--- src/rtl/lc3x_pkg.sv ---
// ----------------------------------------------------------------------------
// LC-3 subset execute unit package
// Shared types, opcode and trap vector codes, status codes and helpers.
// ----------------------------------------------------------------------------
package lc3x_pkg;

	localparam int unsigned NUM_REGS  = 8;
	localparam int unsigned REG_IDX_W = 3;
	localparam int unsigned WORD_W    = 16;

	localparam logic [WORD_W-1:0] RESET_PC = 16'h3000;

	// Opcodes from instruction bits 15:12.
	localparam logic [3:0] OP_ADD  = 4'b0001;
	localparam logic [3:0] OP_NOT  = 4'b1001;
	localparam logic [3:0] OP_LEA  = 4'b1110;
	localparam logic [3:0] OP_TRAP = 4'b1111;
	localparam logic [3:0] OP_RSVD = 4'b1101;

	// Trap vectors.
	localparam logic [7:0] VEC_CHAR_IN    = 8'h20;
	localparam logic [7:0] VEC_CHAR_OUT   = 8'h21;
	localparam logic [7:0] VEC_STRING_OUT = 8'h22;
	localparam logic [7:0] VEC_ECHO_IN    = 8'h23;
	localparam logic [7:0] VEC_PACKED_OUT = 8'h24;
	localparam logic [7:0] VEC_STOP       = 8'h25;

	localparam logic [5:0] NOT_PAD = 6'h3F;

	typedef enum logic [2:0] {
		ST_DONE        = 3'd0,
		ST_HALT        = 3'd1,
		ST_STRING      = 3'd2,
		ST_MALFORMED   = 3'd3,
		ST_UNIMPL_OP   = 3'd4,
		ST_UNIMPL_TRAP = 3'd5,
		ST_STOPPED     = 3'd6
	} status_t;

	// Instruction class decided by the decoder.
	typedef enum logic [3:0] {
		K_ADD_REG     = 4'd0,
		K_ADD_IMM     = 4'd1,
		K_NOT         = 4'd2,
		K_LEA         = 4'd3,
		K_HALT        = 4'd4,
		K_PUTS        = 4'd5,
		K_MALFORMED   = 4'd6,
		K_UNIMPL_OP   = 4'd7,
		K_UNIMPL_TRAP = 4'd8
	} kind_t;

	// Decoded instruction as it travels from decoder to execute stage.
	typedef struct packed {
		kind_t                kind;
		logic [REG_IDX_W-1:0] dr;
		logic [REG_IDX_W-1:0] sr1;
		logic [REG_IDX_W-1:0] sr2;
		logic [WORD_W-1:0]    imm;
	} uop_t;

	// One result item.
	typedef struct packed {
		logic [2:0]           flags_nzp;
		logic [WORD_W-1:0]    write_value;
		logic [REG_IDX_W-1:0] write_index;
		logic                 write_enable;
		logic [WORD_W-1:0]    next_pc;
		status_t              status;
	} result_t;

	function automatic logic [2:0] nzp_of(input logic [WORD_W-1:0] v);
		logic [2:0] f;
		if (v == '0) begin
			f = 3'b010;
		end else if (v[WORD_W-1]) begin
			f = 3'b100;
		end else begin
			f = 3'b001;
		end
		return f;
	endfunction

endpackage

--- src/rtl/lc3x_ram.sv ---
// ----------------------------------------------------------------------------
// Generic RAM
// One write port, two read ports, read data registered.
// ----------------------------------------------------------------------------
module lc3x_ram #(
	parameter int unsigned WIDTH = 16,
	parameter int unsigned DEPTH = 8
) (
	input  logic                     clk,
	input  logic                     we,
	input  logic [$clog2(DEPTH)-1:0] waddr,
	input  logic [WIDTH-1:0]         wdata,
	input  logic [$clog2(DEPTH)-1:0] raddr_a,
	input  logic [$clog2(DEPTH)-1:0] raddr_b,
	output logic [WIDTH-1:0]         rdata_a,
	output logic [WIDTH-1:0]         rdata_b
);

	logic [WIDTH-1:0] mem_q [DEPTH];

	always_ff @(posedge clk) begin
		if (we) begin
			mem_q[waddr] <= wdata;
		end
		rdata_a <= mem_q[raddr_a];
		rdata_b <= mem_q[raddr_b];
	end

endmodule

--- src/rtl/lc3x_decode.sv ---
// ----------------------------------------------------------------------------
// Instruction decoder
// Classifies an instruction word and extracts register indexes and immediate.
// ----------------------------------------------------------------------------
module lc3x_decode (
	input  logic [15:0]          instruction,
	output lc3x_pkg::uop_t       uop
);

	logic [3:0] opcode;
	logic [7:0] vector;
	lc3x_pkg::kind_t kind;

	assign opcode = instruction[15:12];
	assign vector = instruction[7:0];

	always_comb begin
		kind = lc3x_pkg::K_UNIMPL_OP;
		case (opcode)
			lc3x_pkg::OP_ADD: begin
				if (instruction[5]) begin
					kind = lc3x_pkg::K_ADD_IMM;
				end else if (instruction[4:3] != 2'b00) begin
					kind = lc3x_pkg::K_MALFORMED;
				end else begin
					kind = lc3x_pkg::K_ADD_REG;
				end
			end
			lc3x_pkg::OP_NOT: begin
				if (instruction[5:0] == lc3x_pkg::NOT_PAD) begin
					kind = lc3x_pkg::K_NOT;
				end else begin
					kind = lc3x_pkg::K_MALFORMED;
				end
			end
			lc3x_pkg::OP_LEA: begin
				kind = lc3x_pkg::K_LEA;
			end
			lc3x_pkg::OP_TRAP: begin
				if (instruction[11:8] != 4'b0000) begin
					kind = lc3x_pkg::K_MALFORMED;
				end else begin
					case (vector)
						lc3x_pkg::VEC_STOP:       kind = lc3x_pkg::K_HALT;
						lc3x_pkg::VEC_STRING_OUT: kind = lc3x_pkg::K_PUTS;
						lc3x_pkg::VEC_CHAR_IN,
						lc3x_pkg::VEC_CHAR_OUT,
						lc3x_pkg::VEC_ECHO_IN,
						lc3x_pkg::VEC_PACKED_OUT: kind = lc3x_pkg::K_UNIMPL_TRAP;
						default:                  kind = lc3x_pkg::K_MALFORMED;
					endcase
				end
			end
			lc3x_pkg::OP_RSVD: begin
				kind = lc3x_pkg::K_MALFORMED;
			end
			default: begin
				kind = lc3x_pkg::K_UNIMPL_OP;
			end
		endcase
	end

	always_comb begin
		uop.kind = kind;
		uop.dr   = instruction[11:9];
		uop.sr1  = instruction[8:6];
		// A string request reads R0 through the second port.
		uop.sr2  = (kind == lc3x_pkg::K_PUTS) ? 3'd0 : instruction[2:0];
		if (kind == lc3x_pkg::K_LEA) begin
			uop.imm = {{7{instruction[8]}}, instruction[8:0]};
		end else begin
			uop.imm = {{11{instruction[4]}}, instruction[4:0]};
		end
	end

endmodule

--- src/rtl/lc3x_queue.sv ---
// ----------------------------------------------------------------------------
// Decoded instruction queue
// Two-entry FIFO between the decoder and the execute stage.
// ----------------------------------------------------------------------------
module lc3x_queue (
	input  logic                clk,
	input  logic                arst_n,
	input  logic                push,
	input  lc3x_pkg::uop_t      push_uop,
	output logic                full,
	input  logic                pop,
	output logic                not_empty,
	output lc3x_pkg::uop_t      head_uop
);

	lc3x_pkg::uop_t entry_q [2];
	logic           wr_ptr_q;
	logic           rd_ptr_q;
	logic [1:0]     count_q;

	assign full      = (count_q == 2'd2);
	assign not_empty = (count_q != 2'd0);
	assign head_uop  = entry_q[rd_ptr_q];

	always_ff @(posedge clk) begin
		if (push) begin
			entry_q[wr_ptr_q] <= push_uop;
		end
	end

	always_ff @(posedge clk or negedge arst_n) begin
		if (!arst_n) begin
			wr_ptr_q <= 1'b0;
			rd_ptr_q <= 1'b0;
			count_q  <= 2'd0;
		end else begin
			if (push) begin
				wr_ptr_q <= ~wr_ptr_q;
			end
			if (pop) begin
				rd_ptr_q <= ~rd_ptr_q;
			end
			case ({push, pop})
				2'b10:   count_q <= count_q + 2'd1;
				2'b01:   count_q <= count_q - 2'd1;
				default: count_q <= count_q;
			endcase
		end
	end

endmodule

--- src/rtl/lc3x_execute.sv ---
// ----------------------------------------------------------------------------
// Execute stage
// Register file, program counter, flags and stop state; executes one
// decoded instruction per cycle, while the result slot is free or being drained, into a registered result slot.
// ----------------------------------------------------------------------------
module lc3x_execute (
	input  logic                clk,
	input  logic                arst_n,
	input  logic                cfg_we,
	input  logic [15:0]         cfg_pc,
	input  logic                uop_valid,
	input  lc3x_pkg::uop_t      uop,
	output logic                pop,
	output logic                res_valid,
	input  logic                res_ready,
	output lc3x_pkg::result_t   res
);

	// Operand read stage.
	logic              s1_valid_s1;
	lc3x_pkg::uop_t    uop_s1;
	logic              s1_load;
	logic              fire;

	// Register file and its reset-valid bits.
	logic [2:0]        raddr_a;
	logic [2:0]        raddr_b;
	logic [15:0]       rdata_a;
	logic [15:0]       rdata_b;
	logic [lc3x_pkg::NUM_REGS-1:0] rf_valid_q;
	logic              rvalid_a_q;
	logic              rvalid_b_q;

	// Write made at the edge that captured the current read data.
	logic              byp_we_q;
	logic [2:0]        byp_idx_q;
	logic [15:0]       byp_val_q;

	// Architectural state.
	logic [15:0]       pc_q;
	logic [2:0]        flags_q;
	logic              stopped_q;

	// Result slot.
	logic              out_valid_q;
	lc3x_pkg::result_t res_q;

	// Execute signals.
	logic [15:0]       op_a;
	logic [15:0]       op_b;
	logic [15:0]       pc_inc;
	lc3x_pkg::status_t status;
	logic              we;
	logic [2:0]        widx;
	logic [15:0]       wval;
	logic              flags_upd;
	logic [2:0]        flags_next;
	logic [15:0]       pc_next;
	logic              stop_next;

	function automatic lc3x_pkg::result_t res_next();
		lc3x_pkg::result_t r;
		r.status       = status;
		r.next_pc      = pc_next;
		r.write_enable = we;
		r.write_index  = widx;
		r.write_value  = wval;
		r.flags_nzp    = flags_next;
		return r;
	endfunction

	assign fire    = s1_valid_s1 && (!out_valid_q || res_ready);
	assign s1_load = !s1_valid_s1 || fire;
	assign pop     = s1_load && uop_valid;

	// Hold the read addresses while the stage is stalled so the data stays fresh.
	assign raddr_a = pop ? uop.sr1 : uop_s1.sr1;
	assign raddr_b = pop ? uop.sr2 : uop_s1.sr2;

	lc3x_ram #(
		.WIDTH (lc3x_pkg::WORD_W),
		.DEPTH (lc3x_pkg::NUM_REGS)
	) u_regfile (
		.clk     (clk),
		.we      (fire && we),
		.waddr   (widx),
		.wdata   (wval),
		.raddr_a (raddr_a),
		.raddr_b (raddr_b),
		.rdata_a (rdata_a),
		.rdata_b (rdata_b)
	);

	always_ff @(posedge clk) begin
		if (pop) begin
			uop_s1 <= uop;
		end
		byp_idx_q <= widx;
		byp_val_q <= wval;
		if (fire) begin
			res_q <= res_next();
		end
	end

	always_ff @(posedge clk or negedge arst_n) begin
		if (!arst_n) begin
			s1_valid_s1 <= 1'b0;
			rf_valid_q  <= '0;
			rvalid_a_q  <= 1'b0;
			rvalid_b_q  <= 1'b0;
			byp_we_q    <= 1'b0;
			pc_q        <= lc3x_pkg::RESET_PC;
			flags_q     <= 3'b000;
			stopped_q   <= 1'b0;
			out_valid_q <= 1'b0;
		end else begin
			if (s1_load) begin
				s1_valid_s1 <= uop_valid;
			end
			rvalid_a_q <= rf_valid_q[raddr_a];
			rvalid_b_q <= rf_valid_q[raddr_b];
			byp_we_q   <= fire && we;
			if (fire) begin
				if (we) begin
					rf_valid_q[widx] <= 1'b1;
				end
				pc_q      <= pc_next;
				flags_q   <= flags_next;
				stopped_q <= stop_next;
				out_valid_q <= 1'b1;
			end else if (res_ready) begin
				out_valid_q <= 1'b0;
			end
			if (cfg_we) begin
				pc_q <= cfg_pc;
			end
		end
	end

	// Operands: a write at the capturing edge wins, a never-written register reads zero.
	always_comb begin
		if (byp_we_q && (byp_idx_q == uop_s1.sr1)) begin
			op_a = byp_val_q;
		end else begin
			op_a = rvalid_a_q ? rdata_a : 16'h0000;
		end
		if (byp_we_q && (byp_idx_q == uop_s1.sr2)) begin
			op_b = byp_val_q;
		end else begin
			op_b = rvalid_b_q ? rdata_b : 16'h0000;
		end
	end

	assign pc_inc = pc_q + 16'd1;

	always_comb begin
		status    = lc3x_pkg::ST_DONE;
		we        = 1'b0;
		widx      = 3'd0;
		wval      = 16'h0000;
		flags_upd = 1'b0;
		if (stopped_q) begin
			status = lc3x_pkg::ST_STOPPED;
		end else begin
			case (uop_s1.kind)
				lc3x_pkg::K_ADD_REG: begin
					we        = 1'b1;
					widx      = uop_s1.dr;
					wval      = op_a + op_b;
					flags_upd = 1'b1;
				end
				lc3x_pkg::K_ADD_IMM: begin
					we        = 1'b1;
					widx      = uop_s1.dr;
					wval      = op_a + uop_s1.imm;
					flags_upd = 1'b1;
				end
				lc3x_pkg::K_NOT: begin
					we        = 1'b1;
					widx      = uop_s1.dr;
					wval      = ~op_a;
					flags_upd = 1'b1;
				end
				lc3x_pkg::K_LEA: begin
					we   = 1'b1;
					widx = uop_s1.dr;
					wval = pc_inc + uop_s1.imm;
				end
				lc3x_pkg::K_HALT:        status = lc3x_pkg::ST_HALT;
				lc3x_pkg::K_PUTS: begin
					status = lc3x_pkg::ST_STRING;
					wval   = op_b;
				end
				lc3x_pkg::K_UNIMPL_OP:   status = lc3x_pkg::ST_UNIMPL_OP;
				lc3x_pkg::K_UNIMPL_TRAP: status = lc3x_pkg::ST_UNIMPL_TRAP;
				default:                 status = lc3x_pkg::ST_MALFORMED;
			endcase
		end
	end

	assign flags_next = flags_upd ? lc3x_pkg::nzp_of(wval) : flags_q;
	assign pc_next    = stopped_q ? pc_q : pc_inc;
	assign stop_next  = stopped_q || ((status != lc3x_pkg::ST_DONE) &&
	                                  (status != lc3x_pkg::ST_STRING));

	assign res_valid = out_valid_q;
	assign res       = res_q;

endmodule

--- src/rtl/lc3_subset_execute_unit.sv ---
// Each instruction passes through the queue, the operand read stage and the registered result slot.
// Throughput: one instruction per cycle while the result side accepts, bounded by the single execute stage
// that reads the register file, updates PC and flags and writes back.
// Reset: asynchronous and active low; clears the registers (read as zero until
// written), flags, stop state and the queue, and loads the PC with 0x3000.
// ----------------------------------------------------------------------------
// LC-3 subset execute unit
// Executes ADD, NOT, LEA and the HALT and PUTS traps, one result per
// instruction, and stops on malformed or unimplemented instructions.
// ----------------------------------------------------------------------------
module lc3_subset_execute_unit (
	input  logic        clk,
	input  logic        arst_n,
	// Instruction stream.
	input  logic        s_tvalid,
	output logic        s_tready,
	input  logic [15:0] s_tdata,   // [15:0] instruction
	// Result stream.
	output logic        m_tvalid,
	input  logic        m_tready,
	output logic [47:0] m_tdata,   // [2:0] status, [18:3] next_pc, [19] write_enable,
	                               // [22:20] write_index, [38:23] write_value,
	                               // [41:39] flags_nzp, [47:42] zero
	// Start address write; it also reloads the program counter.
	input  logic        cfg_valid,
	output logic        cfg_ready,
	input  logic [15:0] cfg_data
);

	// The front decodes each instruction as it arrives and parks it in a short
	// queue, so the input side keeps accepting while the result side is stalled, until the queue is full.
	lc3x_pkg::uop_t    dec_uop;
	lc3x_pkg::uop_t    head_uop;
	logic              q_full;
	logic              q_not_empty;
	logic              q_pop;
	lc3x_pkg::result_t res;

	assign s_tready  = !q_full;
	assign cfg_ready = 1'b1;

	lc3x_decode u_decode (
		.instruction (s_tdata),
		.uop         (dec_uop)
	);

	lc3x_queue u_queue (
		.clk       (clk),
		.arst_n    (arst_n),
		.push      (s_tvalid && s_tready),
		.push_uop  (dec_uop),
		.full      (q_full),
		.pop       (q_pop),
		.not_empty (q_not_empty),
		.head_uop  (head_uop)
	);

	// The back reads operands into registers and executes from them once the result slot can take it, forwarding
	// a write-back that lands at the same edge as the operand read.
	lc3x_execute u_execute (
		.clk       (clk),
		.arst_n    (arst_n),
		.cfg_we    (cfg_valid && cfg_ready),
		.cfg_pc    (cfg_data),
		.uop_valid (q_not_empty),
		.uop       (head_uop),
		.pop       (q_pop),
		.res_valid (m_tvalid),
		.res_ready (m_tready),
		.res       (res)
	);

	// Each transfer on the result side carries one packed result item.
	assign m_tdata = {6'b000000, res.flags_nzp, res.write_value, res.write_index,
	                  res.write_enable, res.next_pc, res.status};

endmodule
--- config.mk ---
export PLATFORM = sky130hd
export DESIGN_NAME = lc3_subset_execute_unit
export DESIGN_NICKNAME = d
export VERILOG_FILES = /design/src/rtl/lc3x_pkg.sv /design/src/rtl/lc3x_ram.sv /design/src/rtl/lc3x_decode.sv /design/src/rtl/lc3x_queue.sv /design/src/rtl/lc3x_execute.sv /design/src/rtl/lc3_subset_execute_unit.sv
export SDC_FILE = /design/constraint.sdc
export NUM_CORES = 1
export LEC_CHECK = 0
export BUFFER_PORTS_ARGS = -buffer_cell sky130_fd_sc_hd__buf_2
export CAP_MARGIN = 30
export CORE_ASPECT_RATIO = 0.8
export CORE_MARGIN = 2
export CORE_UTILIZATION = 60
export DETAILED_ROUTE_END_ITERATION = 6
export PLACE_DENSITY = 0.8
export SYNTH_ARGS = -nofsm -noshare
export SYNTH_HDL_FRONTEND = slang
export SYNTH_SLANG_ARGS = --single-unit
--- constraint.sdc ---
create_clock -name clk -period 13.7 [get_ports clk]
set_clock_uncertainty 0.05 [all_clocks]
set_input_delay 0.685 -clock clk [delete_from_list [all_inputs] [get_ports clk]]
set_output_delay 0.685 -clock clk [all_outputs]
set_load 0.01 [all_outputs]
Yosys cells after proc, flatten, opt, wreduce, memory -nomap -nowiden --
Memory sizes are Yosys's and may differ from the RTL's. A register that Yosys moved wholly into a read port is not among the register bits. Cells that the tools add are included.
Cells by class: mux-type cells 43, order comparisons 4, eq/ne operators 27, add/subtract/negate cells 6, reductions and logical operators 27, bitwise operators 4
Operator list (count):
- two-way mux 16 bit | 9
- case mux 16 bit (5 select lines) | 1
- adder 16 bit | 3
- equality test 8 x 6 -> 1 bit, second input constant | 6
- two-way mux 3 bit | 11
- equality test 4 bit, second input constant | 5
- case mux 4 bit (5 select lines) | 1
- adder 16 x 1 -> 16 bit, second input constant | 1
- equality test 4 x 3 -> 1 bit, second input constant | 4
- zero test 16 bit | 1
- inverter 16 bit | 1
- case mux 3 bit (5 select lines) | 1
- two-way mux 1 bit | 13
- equality test 4 x 2 -> 1 bit, second input constant | 3
- less-than comparator 3 x 4 -> 1 bit, second input constant | 3
- case mux 4 bit (3 select lines) | 1
- nonzero test 2 bit | 5
- equality test 4 x 1 -> 1 bit, second input constant | 2
- logical AND 1 bit | 8
- two-way mux 4 bit | 2
- bitwise OR 8 bit | 1
- OR reduction 4 bit | 2
- binary-select mux 1 bit (select 3 bit) | 2
- equality test 3 bit | 2
- 17 further kinds | 23
Word-level totals: input port bits 37, logic and storage cells 138, register bits after elaboration 127, RAM bits 186, output and inout port bits 51, memories kept 2
Memories:
- u_execute.u_regfile.mem_q | depth 8, width 16, read ports 2, clocked after memory_dff 2, write ports 1, line lc3x_ram.sv:19 | logic [WIDTH-1:0] mem_q [DEPTH];
- u_queue.entry_q | depth 2, width 29, read ports 1, clocked after memory_dff 0, write ports 1, line lc3x_queue.sv:16 | lc3x_pkg::uop_t entry_q [2];

Depth between registers and ports, before layout --
depth after elaboration 9, gate-level depth with buffers 21, mapped depth without buffers 20

Modules after synthesis --
A second synthesis with hierarchy kept.
Unflattened totals: cell total of the unflattened synthesis 1334, area total of the unflattened synthesis 17410.4 µm²
Modules (own cells, without submodules):
- lc3x_execute | seq. area each 3340.7 µm², cells each 875, area an instance 8006.4 µm², times used 1
- lc3x_ram | seq. area each 4484.3 µm², cells each 287, area an instance 6685.2 µm², times used 1
- lc3x_queue | seq. area each 1841.8 µm², cells each 106, area an instance 2287.2 µm², times used 1
- lc3x_decode | seq. area each 0.0 µm², cells each 55, area an instance 361.6 µm², times used 1
- lc3_subset_execute_unit | seq. area each 0.0 µm², cells each 11, area an instance 70.1 µm², times used 1

Least setup slack after synthesis --
OpenSTA, ideal clock, no wires.
kind register to register, start register u_execute.uop_s1[28] (netlist name), end register u_execute.res_q, in the netlist u_execute.res[39] (data pin), path buffers 4, stages on the path, launching flop included 22, path slack 9168 ps, required time 13393 ps, arrival time 4225 ps, setup time 257 ps, clock period less this slack 4532 ps, cell sequence edfxtp_1 > clkbuf_1 > or2_2 > clkbuf_1 > nor2_1 > clkbuf_1 > clkbuf_1 > nor2_1 > a21oi_1 > ha_1 > inv_1 > fa_1 > nand3b_1 > a21bo_2 > a21oi_1 > o2bb2ai_1 > nor4_1 > o211ai_1 > nor3_1 > and4bb_1 > and4b_1 > o21ai_1
Between the ends: longest elaborated chain between the ends 6, elaborated cells on any way between the ends 14, classes of those cells eq/ne (4); mux (7); reduce/logical (3)
RTL lines:
- start, declared | line lc3x_execute.sv:21 | lc3x_pkg::uop_t uop_s1;
- start signal, assigned | line lc3x_execute.sv:96 | uop_s1 <= uop;
- equality test 4 x 3 -> 1 bit (tied with other cells) | line lc3x_execute.sv:165 | case (uop_s1.kind)
- case mux 16 bit (5 select lines) * | line lc3x_execute.sv:165
- two-way mux 16 bit * | line lc3x_execute.sv:162 | if (stopped_q) begin
- net u_execute.u_regfile.wdata[14] | line lc3x_ram.sv:12 | input logic [WIDTH-1:0] wdata,
- zero test 16 bit * | line lc3x_pkg.sv:74 | if (v == '0) begin
- two-way mux 3 bit * | line lc3x_pkg.sv:74
- two-way mux 3 bit * | line lc3x_execute.sv:201 | assign flags_next = flags_upd ? lc3x_pkg::nzp_of(wval) : flags_q;
- net u_execute.flags_next[0] | line lc3x_execute.sv:57 | logic [2:0] flags_next;
- end signal, assigned | line lc3x_execute.sv:101 | res_q <= res_next();
- end, declared | line lc3x_execute.sv:46 | lc3x_pkg::result_t res_q;
Mark *: on every way through the listed nets, which the timed path passes. The rest lies on a longest branch. A chain may end at the register's enable or synchronous reset.

Worst setup path after layout --
start register u_execute.uop_s1[19] (netlist name), end register u_execute.res_q, in the netlist u_execute.res[39] (data pin)
Between the ends: longest elaborated chain between the ends 9, elaborated cells on any way between the ends 12, classes of those cells add/sub (2); eq/ne (1); mux (6); bitwise (1); reduce/logical (2)
RTL lines:
- equality test 3 bit * | line lc3x_execute.sv:142 | if (byp_we_q && (byp_idx_q == uop_s1.sr1)) begin
- logical AND 1 bit * | line lc3x_execute.sv:142
- two-way mux 16 bit * | line lc3x_execute.sv:142
- adder 16 bit (tied with other cells) | line lc3x_execute.sv:175 | wval = op_a + uop_s1.imm;
- case mux 16 bit (5 select lines) * | line lc3x_execute.sv:165
- two-way mux 16 bit * | line lc3x_execute.sv:162
- net u_execute.u_regfile.wdata[13] | line lc3x_ram.sv:12
- zero test 16 bit * | line lc3x_pkg.sv:74
- two-way mux 3 bit * | line lc3x_pkg.sv:74
- two-way mux 3 bit * | line lc3x_execute.sv:201
- net u_execute.flags_next[0] | line lc3x_execute.sv:57
Marks and branches as above.

==> out/qor.yml <==
cts_resized: 0
outcome: "finished, final reports clean"
drtIter0Drc: 1187
ys_types: 82
ioPinCount: 88
fillCellCount: 1952
report.final.hold_viol_count: 0
rr_worst_depth: 16
max_cap_viol_count: 0
setup_viol: 0
crit_start: "u_execute.uop_s1[19]$_DFFE_PP_"
power.share.clock: 0.219
crit_fanout: 20
die_w_um: 190
syn_avg_cell_area_um2: 12.4
critPathRequiredTime_ns: 13.99
wirelength_mm: 42.1
grt_start_max_net_pins: 38
start_util: 0.610
dp_hpwl_mm: 29.2
p_switching_mw: 1.33
synth_common_cells: "edfxtp_1 (236), nand2_1 (130), nor2_1 (88)"
endpoint: "u_execute.res[39]$_DFFE_PP_"
synth_most_common_cell: "edfxtp_1"
cp_slowest_cell: "nand4_1"
powerDensity_mw_per_mm2: 197
via_count: 11500
seqPwrFrac: 0.379
netlist_area_mm2: 0.0166
fmax_ghz: 0.165
rsz0062_at_grt: "false"
antenna_found_initial: 0
start_kind: "register"
wl_per_cell_um: 23.5
power_frac_comb: 0.401
cts_buffers: 30
htreeDepth: 1
holdWs_ns: 0.254
end_kind: "register"
maxSlewHeadroom: 0.309
synth_top_area_cell: "edfxtp_1"
r2r-end: "u_execute.res[39]$_DFFE_PP_"
synth_cells: 1335
hold_path.class: "in -> reg"
cts.sinks: 324
port_buffers: 80
cp_common_cell: "nor2_1"
ys_seq_area_frac: 0.544
internal_power_mw: 2.31
p_leak_nw: 7.05
finalPower_mw: 3.64
grt_overflow: 0
grt_pass1_vias: 11500
post-route-drc-count: 0
clock_path_buffers: 3
synth-edff-count: 236
post-route-period-util: 0.442
yosysTopAreaCellShare: 0.427
root_buffer: "clkbuf_16"
row_count: 54
grt_pass1_wl_mm: 65.4
clk_latency_ns: 0.58
irDropWorstVdd_uv: 186
path_cells: "xnor2_1, nand4_1, o21ai_0, nor2_1, a21oi_1, ha_1, and4_1, nor3b_1, nor2_1, o221ai_1, xor2_1, a221oi_1, o22ai_2, nor3_1, and4b_1, o21ai_1"
gp_congestion: 0.975
grt_usage: 0.297
via_per_inst: 6.43
core_area_mm2: 0.0272
async_reset_ff_frac: 0.114
ys_ff_latch: 324
p_sw_frac: 0.367
nets: 1473
postLayoutSetupSlackWorst_ns: 7.64
antenna_cells: 0
r2r_slack_ns: 7.64
ant_nets: 0
finalCriticalPeriod_ns: 6.06
tns_ns: 0
path_class: "reg -> reg"
layout-drive-gt1-share: 0.229
dieArea_mm2: 0.0290
area_delta_synth_final_pct: 11.1
final_util: 0.677
worstHoldStart: "s_tdata[9]"
max_stage_delay_ns: 0.90
maxSlewViolCount: 0
clk_pin_slew_ns: 0.07
pre_cts_ws_ns: 7.84
ys.flop_type: "edfxtp_1"
firstDrtPassIters: 5
r2r_start: "u_execute.uop_s1[19]$_DFFE_PP_"
cp_data_arrival_time_ns: 6.34
cts_tree: "done"
dieHeight_um: 153
worstMarginPinSlew_ns: 1.03
synth_area_leaders: "edfxtp_1 (43%), mux4_2 (9.2%), dfxtp_1 (6.2%), dfrtp_1 (5.3%), mux2_2 (4.1%)"
yosys_warnings: 0
==> sequential cells by signal, summed over array words and instances (netlist names) <==
name                         cells
u_execute.rvalid_b_q             1
u_execute.rvalid_a_q             1
u_execute.byp_idx_q              3
u_execute.res_valid              1
u_execute.byp_we_q               1
u_execute.s1_valid_s1            1
u_execute.u_regfile.rdata_b     16
u_execute.byp_val_q             16
u_execute.rf_valid_q             8
u_queue.wr_ptr_q                 1
u_execute.stopped_q              1
u_execute.u_regfile.rdata_a     16
u_execute.pc_q                  16
u_execute.u_regfile.mem_q      128
u_execute.flags_q                3
u_execute.uop_s1                22
u_queue.rd_ptr_q                 1
u_execute.res                   42
u_queue.count_q                  2
u_queue.entry_q                 44
==> timing repair <==
item | CTS | global route
hold buffers | 0 | 1
setup buffers | 0 | 0
endpoints found under the hold margin | 0 | 2
==> kinds of logic after synthesis <==
kind of cell,share of synthesized area
buf+inv,0.0291
other cells,0.000452
compound gates,0.0957
xor+xnor,0.0424
fa+ha+maj,0.0268
simple gates,0.115
flops,0.544
mux,0.146
==> final cells by class <==
type | count | area, um2 | share of cell area
Tap cell | 364 | 455 | 0.0247
Clock inverter | 12 | 90.1 | 0.00489
Timing Repair Buffer | 104 | 636 | 0.0345
Clock buffer | 44 | 863 | 0.0468
Inverter | 40 | 150 | 0.00814
Multi-Input combinational cell | 901 | 7210 | 0.391
Sequential cell | 324 | 9040 | 0.490
==> metal layers <==
layer | up-vias | track usage | wire [um]
met2 | 569 | 0.464 | 19300
met5 | - | 0 | 0
met1 | 5683 | 0.430 | 17700
met4 | 0 | 0.0790 | 1110
li1 | 5162 | - | -
met3 | 81 | 0.0624 | 3950
==> power by group through the flow <==
stage | combinational [mW] | clock (mW) | sequential [mW]
floorplan | 1.08 | 0 | 1.33
global placement | 1.41 | 0 | 1.39
detailed placement | 1.44 | 0 | 1.39
CTS | 1.45 | 0.808 | 1.38
global route | 1.58 | 0.843 | 1.40
finish | 1.46 | 0.799 | 1.38
==> worst min path at each step <==
stage	depth (start not counted)	to
6_report	1	u_queue.entry_q[1][22]$_DFFE_PP_
5_1_grt	1	u_queue.entry_q[1][22]$_DFFE_PP_
4_1_cts	1	u_execute.pc_q[0]$_DFFE_PN0P_
3_5_place_dp	1	u_execute.flags_q[2]$_DFFE_PN0P_
3_3_place_gp	1	u_execute.rf_valid_q[6]$_DFFE_PN0P_
2_1_floorplan	0	u_execute.byp_we_q$_DFF_PN0_
==> through the flow <==
| stage | area [um2] | std cells |
|---|---|---|
| finish | 18400 | 1789 |
| global route | 18400 | 1789 |
| CTS | 18400 | 1787 |
| detailed placement | 17500 | 1731 |
| global placement | 17400 | 1729 |
| floorplan | 16600 | 1340 |
==> critical path, delay by kind of cell (launching register included) <==
| kind | cells | cell delay (ns) |
|---|---|---|
| AND/OR/NAND/NOR | 7 | 2.27 |
| flip-flops | 1 | 0.50 |
| adder cells (fa/ha/maj) | 1 | 0.33 |
| XOR/XNOR | 2 | 0.71 |
| AO/OA/AOI/OAI | 6 | 1.94 |
==> cell usage in the layout (no fill, tap or decap), types with 39 or more instances in the layout <==
master      n
dfxtp_1    51
nor2_1     87
inv_1      39
mux4_2     68
o21ai_0    44
mux2_2     60
edfxtp_1  236
a21oi_1    66
buf_2      80
nand2_1   130
nand3_1    48
No activity file was read; power rests on OpenSTA's default activity.
